--- src/hw/rtl/mcec_pkg.sv ---
package mcec_pkg;

  localparam int NUM_CARS_DEF = 4;
  localparam int NUM_FLOORS_DEF = 16;
  localparam int QUEUE_DEPTH_DEF = 16;

  localparam int FLOOR_W = 4;
  localparam int RIDER_W = 6;
  localparam int CAR_W = 2;
  localparam int CNT_W = 7;
  localparam int ENTRY_W = 14;

  typedef enum logic [2:0] {
    ACT_ASSIGNED = 3'd0,
    ACT_REJECTED = 3'd1,
    ACT_IDLE     = 3'd2,
    ACT_OPENED   = 3'd3,
    ACT_CLOSED   = 3'd4,
    ACT_MOVED    = 3'd5
  } action_t;

  typedef enum logic [1:0] {
    EV_NONE    = 2'd0,
    EV_ENTERED = 2'd1,
    EV_EXITED  = 2'd2
  } rider_ev_t;

  typedef enum logic [1:0] {
    PH_ARRIVED = 2'd1,
    PH_OPEN    = 2'd2,
    PH_CLOSED  = 2'd3
  } door_t;

  typedef enum logic [1:0] {
    ST_IDLE,
    ST_EXEC,
    ST_OUT
  } state_t;

endpackage

--- src/hw/rtl/multi_car_elevator_controller_unit.sv ---
// Elevator dispatch for several cars. Each input transaction is a rider request (assigned to
// the car with the fewest pending requests, lowest index on ties) or a tick for one car that
// steps its door and motion machine; every transaction returns exactly one result. A
// transaction passes the accept in ST_IDLE, which also reads the rider queue memory, then
// ST_EXEC, which computes and writes back the scalar car state and the queue, then ST_OUT,
// which holds the result in the output register. The next transaction is taken only once
// that result has been accepted, so a low out_tready holds off the next transaction.
// The rider queues share one synchronous memory of NUM_CARS*QUEUE_DEPTH entries that is never
// cleared; only written slots are ever used.
module multi_car_elevator_controller_unit #(
  parameter int NUM_CARS = mcec_pkg::NUM_CARS_DEF,
  parameter int NUM_FLOORS = mcec_pkg::NUM_FLOORS_DEF,
  parameter int QUEUE_DEPTH = mcec_pkg::QUEUE_DEPTH_DEF
) (
  input  logic        clk,
  input  logic        rst_n,
  input  logic        in_tvalid,
  output logic        in_tready,
  // Bits from low: rider_id[5:0], origin_floor[9:6], target_floor[13:10],
  // car_index[15:14].
  input  logic [15:0] in_tdata,
  // req_type.
  input  logic        in_tuser,
  output logic        out_tvalid,
  input  logic        out_tready,
  // Bits from low: action[2:0], car_out[4:3], move_dir[6:5], new_floor[10:7],
  // rider_event[12:11], rider_out[18:13], zero fill.
  output logic [23:0] out_tdata,
  input  logic        cfg_wr_en,
  input  logic [3:0]  cfg_wr_data
);
  import mcec_pkg::*;

  localparam int CI_W = (NUM_CARS > 1) ? $clog2(NUM_CARS) : 1;
  localparam int QI_W = (QUEUE_DEPTH > 1) ? $clog2(QUEUE_DEPTH) : 1;
  localparam int QF_W = $clog2(QUEUE_DEPTH + 1);
  localparam int MEM_D = NUM_CARS * QUEUE_DEPTH;
  localparam int MA_W = (MEM_D > 1) ? $clog2(MEM_D) : 1;
  localparam logic [FLOOR_W-1:0] FLOOR_MAX =
    (NUM_FLOORS - 1 > 15) ? 4'd15 : FLOOR_W'(NUM_FLOORS - 1);

  logic [ENTRY_W-1:0] qmem [MEM_D];
  logic [ENTRY_W-1:0] qrd_r;
  logic               qwe;
  logic [MA_W-1:0]    qwa, qra;
  logic [ENTRY_W-1:0] qwd;

  logic [FLOOR_W-1:0] floor_r [NUM_CARS];
  door_t              door_r [NUM_CARS];
  logic               loaded_r [NUM_CARS];
  logic [CNT_W-1:0]   pend_r [NUM_CARS];
  logic               aval_r [NUM_CARS];
  logic [ENTRY_W-1:0] arider_r [NUM_CARS];
  logic [QI_W-1:0]    head_r [NUM_CARS];
  logic [QF_W-1:0]    fill_r [NUM_CARS];

  logic [3:0] top_r;
  state_t state_r, state_nxt;
  logic          typ_r;
  logic [15:0]   dat_r;
  logic [CI_W-1:0] car_r;
  logic          car_ok_r;
  logic [23:0]   res_r, res_nxt;

  logic [CI_W-1:0] sel;
  logic [CI_W-1:0] tcar;
  logic            tcar_ok;

  always_comb begin
    sel = '0;
    for (int i = 1; i < NUM_CARS; i++) begin
      if (pend_r[i] < pend_r[sel]) sel = CI_W'(i);
    end
  end

  assign tcar = CI_W'(in_tdata[15:14]);
  assign tcar_ok = (32'(in_tdata[15:14]) < NUM_CARS);

  always_comb begin
    state_nxt = state_r;
    case (state_r)
      ST_IDLE: if (in_tvalid) state_nxt = ST_EXEC;
      ST_EXEC: state_nxt = ST_OUT;
      ST_OUT:  if (out_tready) state_nxt = ST_IDLE;
      default: state_nxt = ST_IDLE;
    endcase
  end

  assign in_tready = (state_r == ST_IDLE);
  assign out_tvalid = (state_r == ST_OUT);
  assign out_tdata = res_r;

  always_comb begin
    qra = '0;
    if (in_tuser) begin
      qra = MA_W'(32'(tcar) * QUEUE_DEPTH + 32'(head_r[tcar]));
    end
  end

  always_ff @(posedge clk) begin
    qrd_r <= qmem[qra];
    if (qwe) qmem[qwa] <= qwd;
  end

  // Compute stage.
  logic [FLOOR_W-1:0] fl, org, tgt, dst, top, nfl;
  logic [ENTRY_W-1:0] ar;
  logic               av, up;
  logic [QF_W-1:0]    fl_c;
  logic [QI_W-1:0]    slot;
  logic [QF_W:0]      slot_sum;
  logic [2:0]         act;
  logic [1:0]         mdir;
  logic [1:0]         rev;
  logic [RIDER_W-1:0] rid;
  logic               promote;

  always_comb begin
    qwe = 1'b0;
    qwa = '0;
    qwd = {dat_r[5:0], dat_r[9:6], dat_r[13:10]};
    act = ACT_IDLE;
    mdir = 2'd0;
    rev = EV_NONE;
    rid = '0;
    fl = floor_r[car_r];
    nfl = fl;
    fl_c = fill_r[car_r];
    promote = 1'b0;
    slot_sum = (QF_W+1)'(head_r[car_r]) + (QF_W+1)'(fl_c);
    slot = (slot_sum >= (QF_W+1)'(QUEUE_DEPTH)) ?
           QI_W'(slot_sum - (QF_W+1)'(QUEUE_DEPTH)) : QI_W'(slot_sum);
    av = aval_r[car_r];
    ar = arider_r[car_r];
    org = ar[7:4];
    tgt = ar[3:0];
    dst = '0;
    up = 1'b0;
    top = (top_r > FLOOR_MAX) ? FLOOR_MAX : top_r;
    if (state_r == ST_EXEC) begin
      if (!typ_r) begin
        if (fl_c >= QF_W'(QUEUE_DEPTH)) begin
          act = ACT_REJECTED;
        end else begin
          act = ACT_ASSIGNED;
          qwe = 1'b1;
          qwa = MA_W'(32'(car_r) * QUEUE_DEPTH + 32'(slot));
        end
      end else if (!car_ok_r) begin
        nfl = '0;
      end else begin
        if (!av && fl_c != '0) begin
          promote = 1'b1;
          av = 1'b1;
          ar = qrd_r;
        end
        org = ar[7:4];
        tgt = ar[3:0];
        if (av) begin
          case (door_r[car_r])
            PH_ARRIVED: begin
              act = ACT_OPENED;
              if (!loaded_r[car_r] && fl == org) begin
                rev = EV_ENTERED;
                rid = ar[13:8];
              end else if (loaded_r[car_r] && fl == tgt) begin
                rev = EV_EXITED;
                rid = ar[13:8];
              end
            end
            PH_OPEN: act = ACT_CLOSED;
            default: begin
              act = ACT_MOVED;
              dst = loaded_r[car_r] ? tgt : org;
              up = (dst > fl);
              if (fl == '0) up = 1'b1;
              else if (fl >= top) up = 1'b0;
              nfl = up ? fl + 1'b1 : fl - 1'b1;
              mdir = up ? 2'b01 : 2'b11;
            end
          endcase
        end
      end
    end
    res_nxt = {5'd0, rid, rev, nfl, mdir, typ_r ? dat_r[15:14] : 2'(sel), act};
  end

  always_ff @(posedge clk) begin
    if (!rst_n) begin
      state_r <= ST_IDLE;
      top_r <= 4'd15;
      for (int i = 0; i < NUM_CARS; i++) begin
        floor_r[i] <= '0;
        door_r[i] <= PH_CLOSED;
        loaded_r[i] <= 1'b0;
        pend_r[i] <= '0;
        aval_r[i] <= 1'b0;
        head_r[i] <= '0;
        fill_r[i] <= '0;
      end
    end else begin
      state_r <= state_nxt;
      if (cfg_wr_en) top_r <= cfg_wr_data;
      if (state_r == ST_EXEC) begin
        res_r <= res_nxt;
        if (!typ_r) begin
          if (act == ACT_ASSIGNED) begin
            fill_r[car_r] <= fl_c + 1'b1;
            if (pend_r[car_r] != '1) pend_r[car_r] <= pend_r[car_r] + 1'b1;
          end
        end else if (car_ok_r) begin
          if (promote) begin
            arider_r[car_r] <= qrd_r;
            aval_r[car_r] <= 1'b1;
            head_r[car_r] <= (head_r[car_r] == QI_W'(QUEUE_DEPTH - 1)) ? '0 :
                             head_r[car_r] + 1'b1;
            fill_r[car_r] <= fl_c - 1'b1;
          end
          case (act)
            ACT_OPENED: begin
              door_r[car_r] <= PH_OPEN;
              if (rev == EV_ENTERED) loaded_r[car_r] <= 1'b1;
              if (rev == EV_EXITED) begin
                loaded_r[car_r] <= 1'b0;
                aval_r[car_r] <= 1'b0;
                if (pend_r[car_r] != '0) pend_r[car_r] <= pend_r[car_r] - 1'b1;
              end
            end
            ACT_CLOSED: door_r[car_r] <= PH_CLOSED;
            ACT_MOVED: begin
              floor_r[car_r] <= nfl;
              if (nfl == dst) door_r[car_r] <= PH_ARRIVED;
            end
            default: ;
          endcase
        end
      end
    end
  end

  always_ff @(posedge clk) begin
    if (in_tvalid && in_tready) begin
      typ_r <= in_tuser;
      dat_r <= in_tdata;
      car_r <= in_tuser ? tcar : sel;
      car_ok_r <= in_tuser ? tcar_ok : 1'b1;
    end
  end

  a_no_accept_busy: assert property (@(posedge clk) disable iff (!rst_n)
    (state_r != ST_IDLE) |-> !in_tready) else $error("accept while busy");
  a_exec_to_out: assert property (@(posedge clk) disable iff (!rst_n)
    (state_r == ST_EXEC) |=> (state_r == ST_OUT)) else $error("exec not followed by out");
  a_fill_bound: assert property (@(posedge clk) disable iff (!rst_n)
    fill_r[0] <= QF_W'(QUEUE_DEPTH)) else $error("queue overfill");
endmodule

--- config.mk ---
export PLATFORM = sky130hd
export DESIGN_NAME = multi_car_elevator_controller_unit
export DESIGN_NICKNAME = d
export VERILOG_FILES = /design/src/hw/rtl/mcec_pkg.sv /design/src/hw/rtl/multi_car_elevator_controller_unit.sv
export SDC_FILE = /design/constraint.sdc
export NUM_CORES = 1
export LEC_CHECK = 0
export BUFFER_PORTS_ARGS = -buffer_cell sky130_fd_sc_hd__buf_2
export CAP_MARGIN = 20
export CORE_MARGIN = 2
export CORE_UTILIZATION = 50
export CTS_BUF_LIST = sky130_fd_sc_hd__clkbuf_16
export DETAILED_ROUTE_END_ITERATION = 6
export PLACE_DENSITY = 0.66
export SLEW_MARGIN = 5
export SYNTH_ARGS = -nofsm -noshare
export SYNTH_HDL_FRONTEND = slang
export SYNTH_SLANG_ARGS = --single-unit
--- constraint.sdc ---
create_clock -name clk -period 8.99 [get_ports clk]
set_input_delay 0.4495 -clock clk [delete_from_list [all_inputs] [get_ports clk]]
set_output_delay 0.4495 -clock clk [all_outputs]
set_load 0.02 [all_outputs]
==> flow_summary_export.csv <==
group,metric,value,unit
status,status,"complete, no violations",
yosys,ys.flop_type,"edfxtp_1",
timing,slew_headroom,0.206,
worst_hold_path,hp-start,"cfg_wr_en",
clock_tree,cts_tree,"yes",
setup_path,reg2reg_slack,2.01,ns
clock_tree,numCtsBuffers,109,
place,placed_area,0.0473,mm²
routing,drt_pass1_iterations,6,
routing,drt-initial-drc-count,3000,
clock_tree,cts_hold_buffers,19,
yosys,yosys_warnings,0,
cells_and_area,final_area,0.0511,mm²
yosys,synth_top_area_share,0.714,
timing,setup_viol,0,
setup_path,worstPathRequired,9.37,ns
timing,fin_setup_tns,0,ns
yosys,syn-mean-instance-area,16.6,µm²
worst_hold_path,min_path_type,"primary input to register",
timing,tightest_slew,1.19,ns
yosys,synth_area,0.0454,mm²
cells_and_area,n_antenna_cell,0,
timing,timing.final.crit_share,0.777,
global_route,grt_pass1_vias,25967,
timing,hold_ws,0.0914,ns
timing,report.final.hold_viol_count,0,
cells_and_area,post-route-util,0.567,
timing,rsz0062_at_grt,"no",
routing,wl_per_cell,27.1,µm
clock_tree,root_buffer,"clkbuf_16",
clock_tree,clk_path_buf_depth,3,
worst_hold_path,min_path_cells,2,
clock_tree,clk_pin_slew,0.06,ns
routing,ant_nets,0,
floorplan,die_x,305,µm
clock_tree,clock_latency,0.70,ns
global_route,grt.overflow.total,0,
routing,vias_per_cell,6.38,
clock_tree,cts_setup_buffers,0,
place,portBuffers,46,
clock_tree,htreeDepth,3,
yosys,synth-edff-count,1080,
timing,period_minus_slack,6.98,ns
place,gp_congestion,0.857,
setup_path,path_max_fanout,22,
floorplan,core-area,0.0900,mm²
setup_path,crit_type,"register to register",
yosys,synth.largest_area_cell,"edfxtp_1",
floorplan,die_h,305,µm
timing,skew,0.0508,ns
timing,fin_ws,2.01,ns
routing,routed_wl,111000,µm
cells_and_area,layout_common_cells,"edfxtp_1, nor2_1, mux4_2",
timing,fmax,0.143,GHz
setup_path,r2r_cells,18,
yosys,async_flop_share,0,
setup_path,worstPathArrival,7.36,ns
clock_tree,ctsResizeCount,0,
place,post-place-ws,2.03,ns
cells_and_area,final_common_cell,"edfxtp_1",
global_route,grt_use_total,0.238,
power_and_ir_drop,ir_drop,0.000177,V
floorplan,std_cell_rows,110,
run,maxCapViolCount,0,
timing,slew_viol_final,0,
floorplan,die_area,0.0933,mm²
setup_path,r2r_end,"door_r[1][0]",
power_and_ir_drop,power.density,223,mW/mm²
routing,drc_errors,0,
global_route,grt_pass1_wl,166000,µm
cells_and_area,syn_to_final_growth,12.3,%
setup_path,end_kind,"register",
yosys,ys_seq_elements,1108,
cells_and_area,final_nets,2907,
place,dp_hpwl,63400,µm
yosys,synth-seq-area-share,0.726,
floorplan,initial_core_util,0.505,
power_and_ir_drop,leakage,16.5,nW
setup_path,cp-start-kind,"register",
routing,via_count,26157,
yosys,ys_top_cells_by_area,"edfxtp_1, mux4_2, nor2_1",
yosys,synth.distinct_cells,66,
yosys,syn-instance-count,2738,
power_and_ir_drop,total_power,11.4,mW
clock_tree,clock_sinks,1108,
worst_hold_path,min_to,"top_r[3]",
place,dp.cells,3876,
floorplan,io_pins,52,
cells_and_area,fin_cells,4100,
global_route,grt_max_degree,183,
global_route,antenna_found_initial,1,
cells_and_area,drive_gt1_frac,0.170,
## cell type report
cell class	count	area, µm²
inverter	58	218
sequential	1108	33000
timing repair buffer	174	1280
multi-input combinational	1383	11500
fill	6855	39000
tap	1176	1470
clock inverter	90	790
clock buffer	111	2780
## kinds of logic (layout without fill, tap and decap cells)
kind of cell    after synthesis  count (layout)  share of synthesized area
buf+inv                     251             433                     0.0221
xor+xnor                     19              19                    0.00366
flops                      1108            1108                      0.726
other cells                   1               5                  0.0000825
compound gates              543             543                     0.0874
fa+ha+maj                    47              47                     0.0136
mux                         195             195                     0.0854
simple gates                574             574                     0.0618
## how the worst max path moves through the flow
stage / startpoint / to / slack [ns] / cells after the start
after floorplan: pend_r[1][4] / car_r[1] / 3.43 / 25
after global placement: register / door_r[0][0] / 2.20 / 18
after detailed placement: register / door_r[1][1] / 2.03 / 18
after CTS: register / door_r[1][1] / 1.96 / 18
after global routing: register / door_r[1][1] / 1.50 / 18
final: register / door_r[1][0] / 2.01 / 18
## critical path, cell delays in order, from the launching register on
cell,delay [ns]
dfxtp_2,0.83
mux4_1,0.77
nor3_1,0.47
a21o_1,0.50
mux2i_1,0.21
a211oi_1,0.40
ha_1,0.33
a41o_1,0.24
a21oi_1,0.22
a21o_1,0.22
inv_1,0.11
ha_1,0.30
a21o_1,0.17
a21oi_2,0.22
a211oi_1,0.07
nand3b_1,0.21
or4_4,0.55
a2111oi_4,0.58
o32a_2,0.28
## report_power, final
part           switching, mW  internal, mW  total [mW]
clock                   1.94          2.59        4.53
combinational          0.701         0.352        1.05
sequential            0.0534          5.74        5.80
## metal layers
layer | track usage | routed length, µm | up-vias | part of all wire
li1 | - | - | 11270 | -
met1 | 0.325 | 44500 | 13491 | 0.40
met2 | 0.390 | 54600 | 1169 | 0.49
met3 | 0.0374 | 7980 | 225 | 0.072
met4 | 0.0853 | 4000 | 2 | 0.036
met5 | 0 | 12 | - | 0.00011
## synthesized netlist by cell type (all sizes together), types with 5 or more instances
cell     count
inv         58
xnor2       13
a31oi       60
mux2i       33
o21bai       5
nor2b        8
nand4        6
dfxtp       28
nand2       64
o21ai       95
o31ai        5
and2         5
or3          7
o31a         5
o211ai      61
o221ai     112
clkbuf     150
buf         43
a22o        14
nand3       15
nand3b      58
a21o        21
nor3        35
xor2         6
a211oi      33
o311ai      56
mux2        10
ha          43
nand2b      10
nor3b       59
mux4       152
nor2       292
edfxtp    1080
a21oi       41
a2111oi     18
## registers in the layout, summed over array words and instances (netlist names), named ones only
signal,cells
door_r,8
head_r,16
dat_r,16
pend_r,28
typ_r,1
out_tdata,19
fill_r,20
qrd_r,14
top_r,4
aval_r,4
qmem,896
state_r,2
car_r,2
floor_r,16
loaded_r,4
arider_r,56
Power figures use the tool's default switching activity.
